`src/rtl/bb3_pkg.sv`:
```
// Shared constants and controller/datapath handshake types for the 3x3 box blur.
// No dependencies; used by the configuration interface, the controller, the datapath and the top level.
`timescale 1ns / 1ps
package bb3_pkg;

  localparam int MAX_WIDTH_DEF = 1024;
  localparam int HEIGHT_LIMIT  = 1024;
  localparam int CFG_W         = 11;
  localparam int CFG_IDX_W     = 2;
  localparam int ROW_W         = 11;

  // Register indexes
  localparam logic [CFG_IDX_W-1:0] REG_FRAME_WIDTH  = 2'd0;
  localparam logic [CFG_IDX_W-1:0] REG_FRAME_HEIGHT = 2'd1;

  localparam logic [CFG_W-1:0] RESET_WIDTH  = 11'd640;
  localparam logic [CFG_W-1:0] RESET_HEIGHT = 11'd480;

  // Rounding divider: numerator 2*sum+count, denominator 2*count
  localparam int SUM_W     = 12;
  localparam int NUM_W     = 13;
  localparam int DEN_W     = 5;
  localparam int DIV_STEPS = NUM_W;
  localparam int STEP_W    = 4;

  typedef struct packed {
    logic take_in;
    logic rd;
    logic win;
    logic sum;
    logic div_step;
    logic push;
  } bb3_cmd_t;

  typedef struct packed {
    logic ignore;
    logic has_out;
    logic out_free;
  } bb3_sts_t;

endpackage

```
`src/rtl/bb3_ctrl.sv`:
```
// Sequencer for the box blur: steps each non-ignored transfer through read and
// window, then, if it yields a pixel, sum, divide and hand-off. Uses bb3_pkg command/status types.
`timescale 1ns / 1ps
module bb3_ctrl
  import bb3_pkg::*;
(
  input  logic     clk,
  input  logic     rst_n,
  input  logic     in_valid,
  output logic     in_ready,
  input  bb3_sts_t sts,
  output bb3_cmd_t cmd
);

  typedef enum logic [2:0] {S_IDLE, S_RD, S_WIN, S_SUM, S_DIV, S_PUSH} state_t;

  state_t            state_r;
  logic [STEP_W-1:0] step_r;

  assign in_ready = (state_r == S_IDLE);

  // Decode commands from state
  always_comb begin
    cmd          = '0;
    cmd.take_in  = (state_r == S_IDLE) && in_valid && !sts.ignore;
    cmd.rd       = (state_r == S_RD);
    cmd.win      = (state_r == S_WIN);
    cmd.sum      = (state_r == S_SUM);
    cmd.div_step = (state_r == S_DIV);
    cmd.push     = (state_r == S_PUSH) && sts.out_free;
  end

  always_ff @(posedge clk) begin
    if (!rst_n) begin
      state_r <= S_IDLE;
      step_r  <= '0;
    end else begin
      unique case (state_r)
        S_IDLE: begin
          if (in_valid && !sts.ignore) state_r <= S_RD;
        end
        S_RD:  state_r <= S_WIN;
        S_WIN: state_r <= sts.has_out ? S_SUM : S_IDLE;
        S_SUM: begin
          step_r  <= '0;
          state_r <= S_DIV;
        end
        S_DIV: begin
          step_r <= step_r + 1'b1;
          if (step_r == STEP_W'(DIV_STEPS - 1)) state_r <= S_PUSH;
        end
        S_PUSH: begin
          if (sts.out_free) state_r <= S_IDLE;
        end
        default: state_r <= S_IDLE;
      endcase
    end
  end

endmodule

```
`config.mk`:
```
export PLATFORM = sky130hd
export DESIGN_NAME = bb3_ctrl
export DESIGN_NICKNAME = d
export VERILOG_FILES = /design/src/rtl/bb3_pkg.sv /design/src/rtl/bb3_ctrl.sv
export SDC_FILE = /design/constraint.sdc
export NUM_CORES = 1
export LEC_CHECK = 0
export BUFFER_PORTS_ARGS = -buffer_cell sky130_fd_sc_hd__buf_2
export CAP_MARGIN = 20
export CORE_AREA = 10 10 47 49
export CTS_CLUSTER_SIZE = 40
export DETAILED_ROUTE_END_ITERATION = 10
export DIE_AREA = 0 0 57 59
export PLACE_DENSITY = 0.55
export SLEW_MARGIN = 20
export SYNTH_ARGS = -nofsm -noshare
export SYNTH_HDL_FRONTEND = slang
export SYNTH_SLANG_ARGS = --single-unit
```
`constraint.sdc`:
```
create_clock -name clk -period 1.27 [get_ports clk]
set_input_delay 0.0635 -clock clk [delete_from_list [all_inputs] [get_ports clk]]
set_output_delay 0.0635 -clock clk [all_outputs]
set_load 0.1 [all_outputs]
```
==> run summary, run 1 <==
The run finished, with violations left. The final reports fail on setup timing. The final number of hold-violating endpoints is 0. The area enclosed by the die boundary is 0.00336 sq mm. The maximum net fanout on the critical path is 8. The via count of the first global-routing pass was 402. Measured against its own limit, the worst slew margin works out to 81.1%.

The H-tree level count was 1. The run gives 0 as the number of inserted diodes. At the pin with the least slew margin, the transition time is 281 ps. The worst stage delay on the critical path works out to 410 ps. The tools report the number of vias after detailed routing as 435. The data arrival at the endpoint of the critical path is 1250 ps, and the post-route worst hold slack is 102 ps. The logs give 2 for the maximum count of clock buffers along a single path and 25 for the distinct cell type count of the synthesized netlist. Counting flops with an async set or reset pin after synthesis yields a share of 0%. Combined area of all synthesized cells: 449 sq um. The required time of the critical path was 1210 ps; the number of placement rows was 14.

The run gives 681 sq um as the cell area reported after detailed placement. Among all flip-flop cells after synthesis, the most frequent one is dfxtp_1. The minimum setup slack in the final design came out at -44.0 ps. IR analysis of the VDD net gives a maximum drop of 0.663 mV. At the end of the flow, the number of nets in the layout was 82. The count of input and output buffers is 12. Max-cap violations in this run came to 0.

Timing would allow up to 761 MHz. At the placement stage, the worst setup path has a slack of 40.4 ps. Walking the worst path, the cells encountered are or2b_4, nor2_4, buf_12. The CTS sink count is 7.

Summed over all layers, the global routing overflow is 0. First-pass GRT wire length: 1.75 mm. The worst setup path is captured at an output pin. Clock-pin slew on the worst setup and hold paths: 50 ps. In this run the most critical hold path is launched from sts[1].

The number of remaining DRC errors was 0; the synthesized area divided by synthesized cell count was 8.48 sq um. The later pin in the worst-skew pair is clocked with a latency of 250 ps. Using the TritonRoute via totals, the vias-per-cell ratio works out to 4.89. Global routing used 6.58% of the available tracks. The worst hold path terminates at state_r[1].

In the final layout, the share of cells above drive strength 1 is 47.9%. The power density normalized to cell area was 1070 mW/mm^2; the leakage dissipation was 0.312 nW. Highest-delay cell along the critical path: dfxtp_4. The number of antenna violations at the first check in global routing came out at 0. Setup repair after global routing could not meet its margin everywhere.

The residual antenna-violating net count after detailed routing was 0; the worst setup slack for register-to-register paths was 120 ps. Number of max-slew violations in the final report: 0. From bottom edge to top edge, the die measures 59 um. Counting every instance in the synthesized netlist gives 53.

The worst register-to-register path ends at step_r[2]. For the worst flop-to-flop path, the logic depth is 4. TritonCTS built the clock tree. The setup path with the least slack is of type flop to output pin. Reg-to-reg startpoint: state_r[0].

The number of search-and-repair iterations in the first detailed-routing pass came out at 4. The tools report the clock tree root driver cell as clkbuf_4. Share of the yosys chip area belonging to registers: 31.2%.

The global placer's final weighted congestion was 0.756. Time the worst path needs with I/O delays and setup: 1310 ps. The count of cells in the finished layout, fillers not included, comes to 89. The tools report the synthesized net count as 61. Cell count after placement: 81. Initial standard-cell utilization of the core: 32.1%. Across the routed clock network, the largest skew measured is 3.35 ps. In this run, CTS created clock tree buffers numbering 3. The synthesized design contains 7 register bits. The element type at the critical path start is a flop. The number of buffers inserted for hold repair after clock tree synthesis is 0. The number of enable flip-flop cells after synthesis was 0; the violation count after the first detailed-route iteration was 4. The number of setup violations in the final report is 3, and the routed wire length is 1.09 mm. The final critical path takes up 103% of the cycle. The number of stages on the worst hold path was 3; the I/O pin count was 13. After legalization and detailed placement, the total HPWL measured 817 um. After floorplanning, the core was sized to cover 0.00140 sq mm. The run gives 768 sq um as the area of all placed cells without fillers. From left edge to right edge, the die measures 57 um. The class of the worst hold path was primary input to flop. The tools report the largest net degree at the start of global routing as 12. The Yosys step of the flow raised 0 warnings. Compared with the post-synthesis result, the final layout area differs by 71.0%. The average wire length per cell after detail routing was 12.3 um. For the final routed database, the setup TNS stands at -102 ps.
[routing by layer]
| layer | wire length, um | vias up | global-route usage, % |
|---|---|---|---|
| li1 | - | 229 | - |
| met1 | 499 | 195 | 6.92 |
| met2 | 508 | 9 | 10.1 |
| met3 | 73 | 2 | 2.36 |
| met4 | 10 | 0 | 6.04 |
| met5 | 0 | - | 0 |
[synth_stat cells, drive strengths merged, types with 2 or more instances]
master	number	area share, %
inv	3	2.5
buf	4	6.4
dfxtp	7	31
ha	2	5.6
a21boi	2	3.3
a21oi	2	2.2
nand3b	3	5.0
o21ai	2	2.2
nand2	4	3.3
nand3	3	3.3
nand2b	5	7.0
nor2	3	2.5
nor3b	3	7.5
nand4	2	2.8
[area by class of cell]
class                   instances  area [sq um]
flip-flops and latches          7           149
repair buffers                 20           240
clock buffers                   4          26.3
multi-input cells              39           318
inverters                       3          15.0
fillers                       130           633
well taps                      16          20.0
[layout by cell type, fill, tap and decap left out, types with 2 or more instances in the layout]
cell	count
nand3_1	3
clkbuf_4	3
dfxtp_4	2
inv_1	2
buf_4	5
ha_1	2
nand2b_1	5
a21oi_1	2
buf_12	7
buf_2	5
dfxtp_1	4
nand3b_1	3
buf_6	2
nand4_1	2
nor2_4	2
o21ai_0	2
nand2_1	4
[cell families (layout without fill, tap and decap cells)]
kind of cell,Yosys count,after routing,share of synthesized area [%]
buffers and inverters,7,27,8.91
multiplexers,1,1,2.23
AND/OR/NAND/NOR,27,27,38.4
AO/OA/AOI/OAI,9,9,13.6
flip-flops,7,7,31.2
adder cells (fa/ha/maj),2,2,5.57
[repair_timing]
action	in CTS	in global routing
pin swaps	2	1
gates cloned	0	0
endpoints found under the setup margin	7	6
setup buffers	1	3
resized for setup	7	3
[per-stage QoR]
stage / total power [mW] / util, %
after detailed placement: 0.606 / 48.6
after global placement: 0.603 / 48.6
final: 0.824 / 54.8
after floorplan: 0.497 / -
after global routing: 0.861 / 54.8
after CTS: 0.826 / 52.5
[report_power, final]
group | total (mW) | internal [mW] | switching (mW)
registers | 0.256 | 0.232 | 0.0237
logic | 0.367 | 0.146 | 0.220
clock network | 0.202 | 0.120 | 0.0820
total | 0.824 | 0.498 | 0.326
[flip-flops by register name, indices dropped and copies added, names as in the netlist]
signal	cells
state_r	3
step_r	4
[worst max-delay path by stage]
| stage | startpoint | end | slack, ps | cells after the start |
|---|---|---|---|---|
| CTS | state_r[0] | cmd[0] | -60 | 3 |
| global route | state_r[0] | cmd[4] | -100 | 3 |
| detailed placement | state_r[1] | step_r[2] | 40 | 3 |
| global placement | state_r[1] | step_r[2] | 40 | 3 |
| floorplan | state_r[1] | step_r[2] | -550 | 4 |
| finish | state_r[0] | cmd[0] | -40 | 3 |
[worst max-delay path: cells and delay by family, from the launching register on]
family | cells | cell delay [ps]
flops | 1 | 410
simple gates | 2 | 410
buf+inv | 1 | 180
(Power assumes the default switching activity.)
==> run 2, diff against run 1 <==
Settings changed: CTS_BUF_LIST set to sky130_fd_sc_hd__clkbuf_2 sky130_fd_sc_hd__clkbuf_4 sky130_fd_sc_hd__clkbuf_8.
==> run summary, run 2 (synthesis results as in run 1) <==
Of the total power, registers draw 30.2%. In the final layout, the share of cells above drive strength 1 is 49.3%. In this run the power spent charging and discharging nets is 0.327 mW.

In this run the power density over the cells is 1100 mW/mm^2. Core box area: 0.00140 sq mm. The clock reaches the later pin of the worst-skew pair after 250 ps. For the area enclosed by the die boundary, the log shows 0.00336 sq mm.

The CTS sink count was 7; the I/O pin count was 13. The total CTS buffers was 3. On the worst path, the slowest cell contributes a delay of 410 ps. The detail route stage leaves a number of antenna-violating nets equal to 0.

Minimum setup slack in the final design: -44.0 ps. The class of the worst hold path is primary input to flop. The run gives 82 as the layout net count.

The number of max-slew violations in the final report is 0. For this design, the CTS-stage hold fixing added 0 buffers. The number of search-and-repair iterations in the first detailed-routing pass is 4, and the chip width is 57 um. The number of violations of the max-capacitance limit was 0; the number of vias per cell was 4.89.

0 antenna diodes ended up in the layout. Reg-to-reg critical path endpoint: step_r[2]. Number of antenna violations at the first check in global routing: 0. The leakage dissipation is 0.315 nW.

Setup repair after global routing could not meet its margin everywhere. The number of cells on the worst reg-to-reg path is 4. For the worst setup slack for register-to-register paths, the log shows 120 ps.

The startpoint identified for the worst register-to-register timing path is state_r[0]. Data arrives at the worst endpoint at 1250 ps. Traced cell by cell, the critical path runs through or2b_4, nor2_4, buf_12. Global routing finished with a remaining overflow of 0.

The register with the most flip-flops in the layout has 4 of them. The highest-delay cell along the critical path was dfxtp_4. The maximum count of clock buffers along a single path came out at 2. Global routing used 6.58% of the available tracks. The number of stages on the worst hold path is 3, and the violation count after the first detailed-route iteration is 4. Once layout is complete, the utilization of the core stands at 55.1%. The logs give 0.846 mW for the total power and 81.1% for the headroom to the max-slew limit. The worst setup path is captured at an output pin.

The first global-routing pass estimated 1.75 mm of wire. Maximum achievable frequency: 761 MHz. Area growth from synthesis to layout: 71.9%.

The run gives 817 um as the detailed-placement wirelength estimate. In this run, the combinational gates consume 43.4% of the power. Of the total power, the share spent switching nets is 38.6%. For the via count of the first global-routing pass, the log shows 402.

Register containing the most flip-flops in the final layout: step_r. The run gives 1 as the H-tree level count. Clock tree root driver cell: clkbuf_4. The finished layout holds 89 standard cells, fillers aside.

At the pin with the least slew margin, the transition time is 281 ps. The final layout contains routed wiring with a total length of 1.09 mm. The worst slack after detailed placement is 40.4 ps. The final reports fail on setup timing. Across the VDD grid, the largest voltage drop is 0.663 mV. Clock-pin slew was measured on the worst setup and hold paths at 50 ps.

Setup clock skew after layout: 3.91 ps. Counting buffers and inverters, the worst setup path is 3 cells deep. The largest net degree at the start of global routing is 12, and the floorplan die height is 59 um.

Kind of critical path: flop to output pin. The element type at the critical path start was a flop. The cell family contributing the most delay on the critical path is simple AND/OR/NAND/NOR gates. TritonCTS built the clock tree. The clock network burns 26.4% of the power. The final critical path takes up 103% of the cycle.

In this run the worst path has a maximum fanout of 8. Input and output buffers added on the ports amount to 12. The largest registers in the layout are step_r (4), state_r (3). At the end of routability-driven placement, the weighted congestion stood at 0.756. Including well taps, the total number of placed cells is 81. The final number of hold-violating endpoints was 0. The most critical setup path has its startpoint at state_r[0].

The critical path ends at cmd[0]. The number of setup violations in the final report was 3; the cell internal power dissipation was 0.520 mW. Fill cells in the final layout number 128. Time the worst path needs with I/O delays and setup: 1310 ps.

The run finished, with violations left. After detailed routing, the number of remaining DRC violations is 0. The commonest non-fill, non-tap cell in the layout is buf_12.

The tools report the number of vias after detailed routing as 435. After detailed routing, the average wire length per cell comes to 12.3 um. For the worst setup path, the data required time is 1210 ps. For the number of placement rows, the log shows 14.

The count of buffer and inverter cells on the critical path was 1; the initial standard-cell utilization of the core was 32.1%. In the layout the commonest cells are buf_12 (7), nand2b_1 (5), buf_2 (5), buf_4 (5). The run gives 102 ps as the post-route worst hold slack.
-- run 2: cell counts in the layout (fill, tap and decap cells not counted) --
No cell type changed its count.
-- run 2: repair_timing --
| item | 4_1_cts | 5_1_grt |
|---|---|---|
| resized for setup | 7 | 3 |
| pin swaps | 2 | 1 |
| endpoints found under the setup margin | 7 | 6 |
| buffers inserted | 1 | 3 |
-- run 2: worst min-delay path by stage --
stage,startpoint,end,slack (ps)
floorplan,sts[1],state_r[1],220
global placement,sts[1],state_r[1],370
detailed placement,sts[1],state_r[1],370
CTS,sts[1],state_r[1],100
global route,sts[1],state_r[1],100
finish,sts[1],state_r[1],100
-- run 2: per-stage QoR --
stage	setup TNS [ps]	area, sq um
finish	-102	772
CTS	-185	739
global route	-327	772
global placement	0	681
floorplan	-3700	498
detailed placement	0	681
-- run 2: area by class of cell --
cell class              instances  area [sq um]  share of cell area [%]
clock buffers                   4          30.0                    3.89
inverters                       3          15.0                    1.94
multi-input cells              39           318                    41.2
flip-flops and latches          7           149                    19.3
well taps                      16          20.0                    2.59
repair buffers                 20           240                    31.1
-- run 2: per-layer routing --
metal	up-vias	share of wire (%)	track usage [%]
met4	0	0.91	6.04
met5	-	0	0
li1	229	-	-
met2	9	46	10.1
met3	2	6.7	2.36
met1	195	46	6.92
-- run 2: worst reg2reg max path, cell delays in order (launching register included) --
cell	delay [ps]
dfxtp_4	410
nand3b_1	160
buf_4	190
a21boi_1	120
a31o_1	160
-- run 2: power groups by stage --
stage	registers [mW]	logic, mW	clock network [mW]
after floorplan	0.242	0.255	0
after global placement	0.257	0.346	0
after detailed placement	0.258	0.348	0
after CTS	0.255	0.362	0.231
after global routing	0.258	0.385	0.241
final	0.256	0.367	0.224
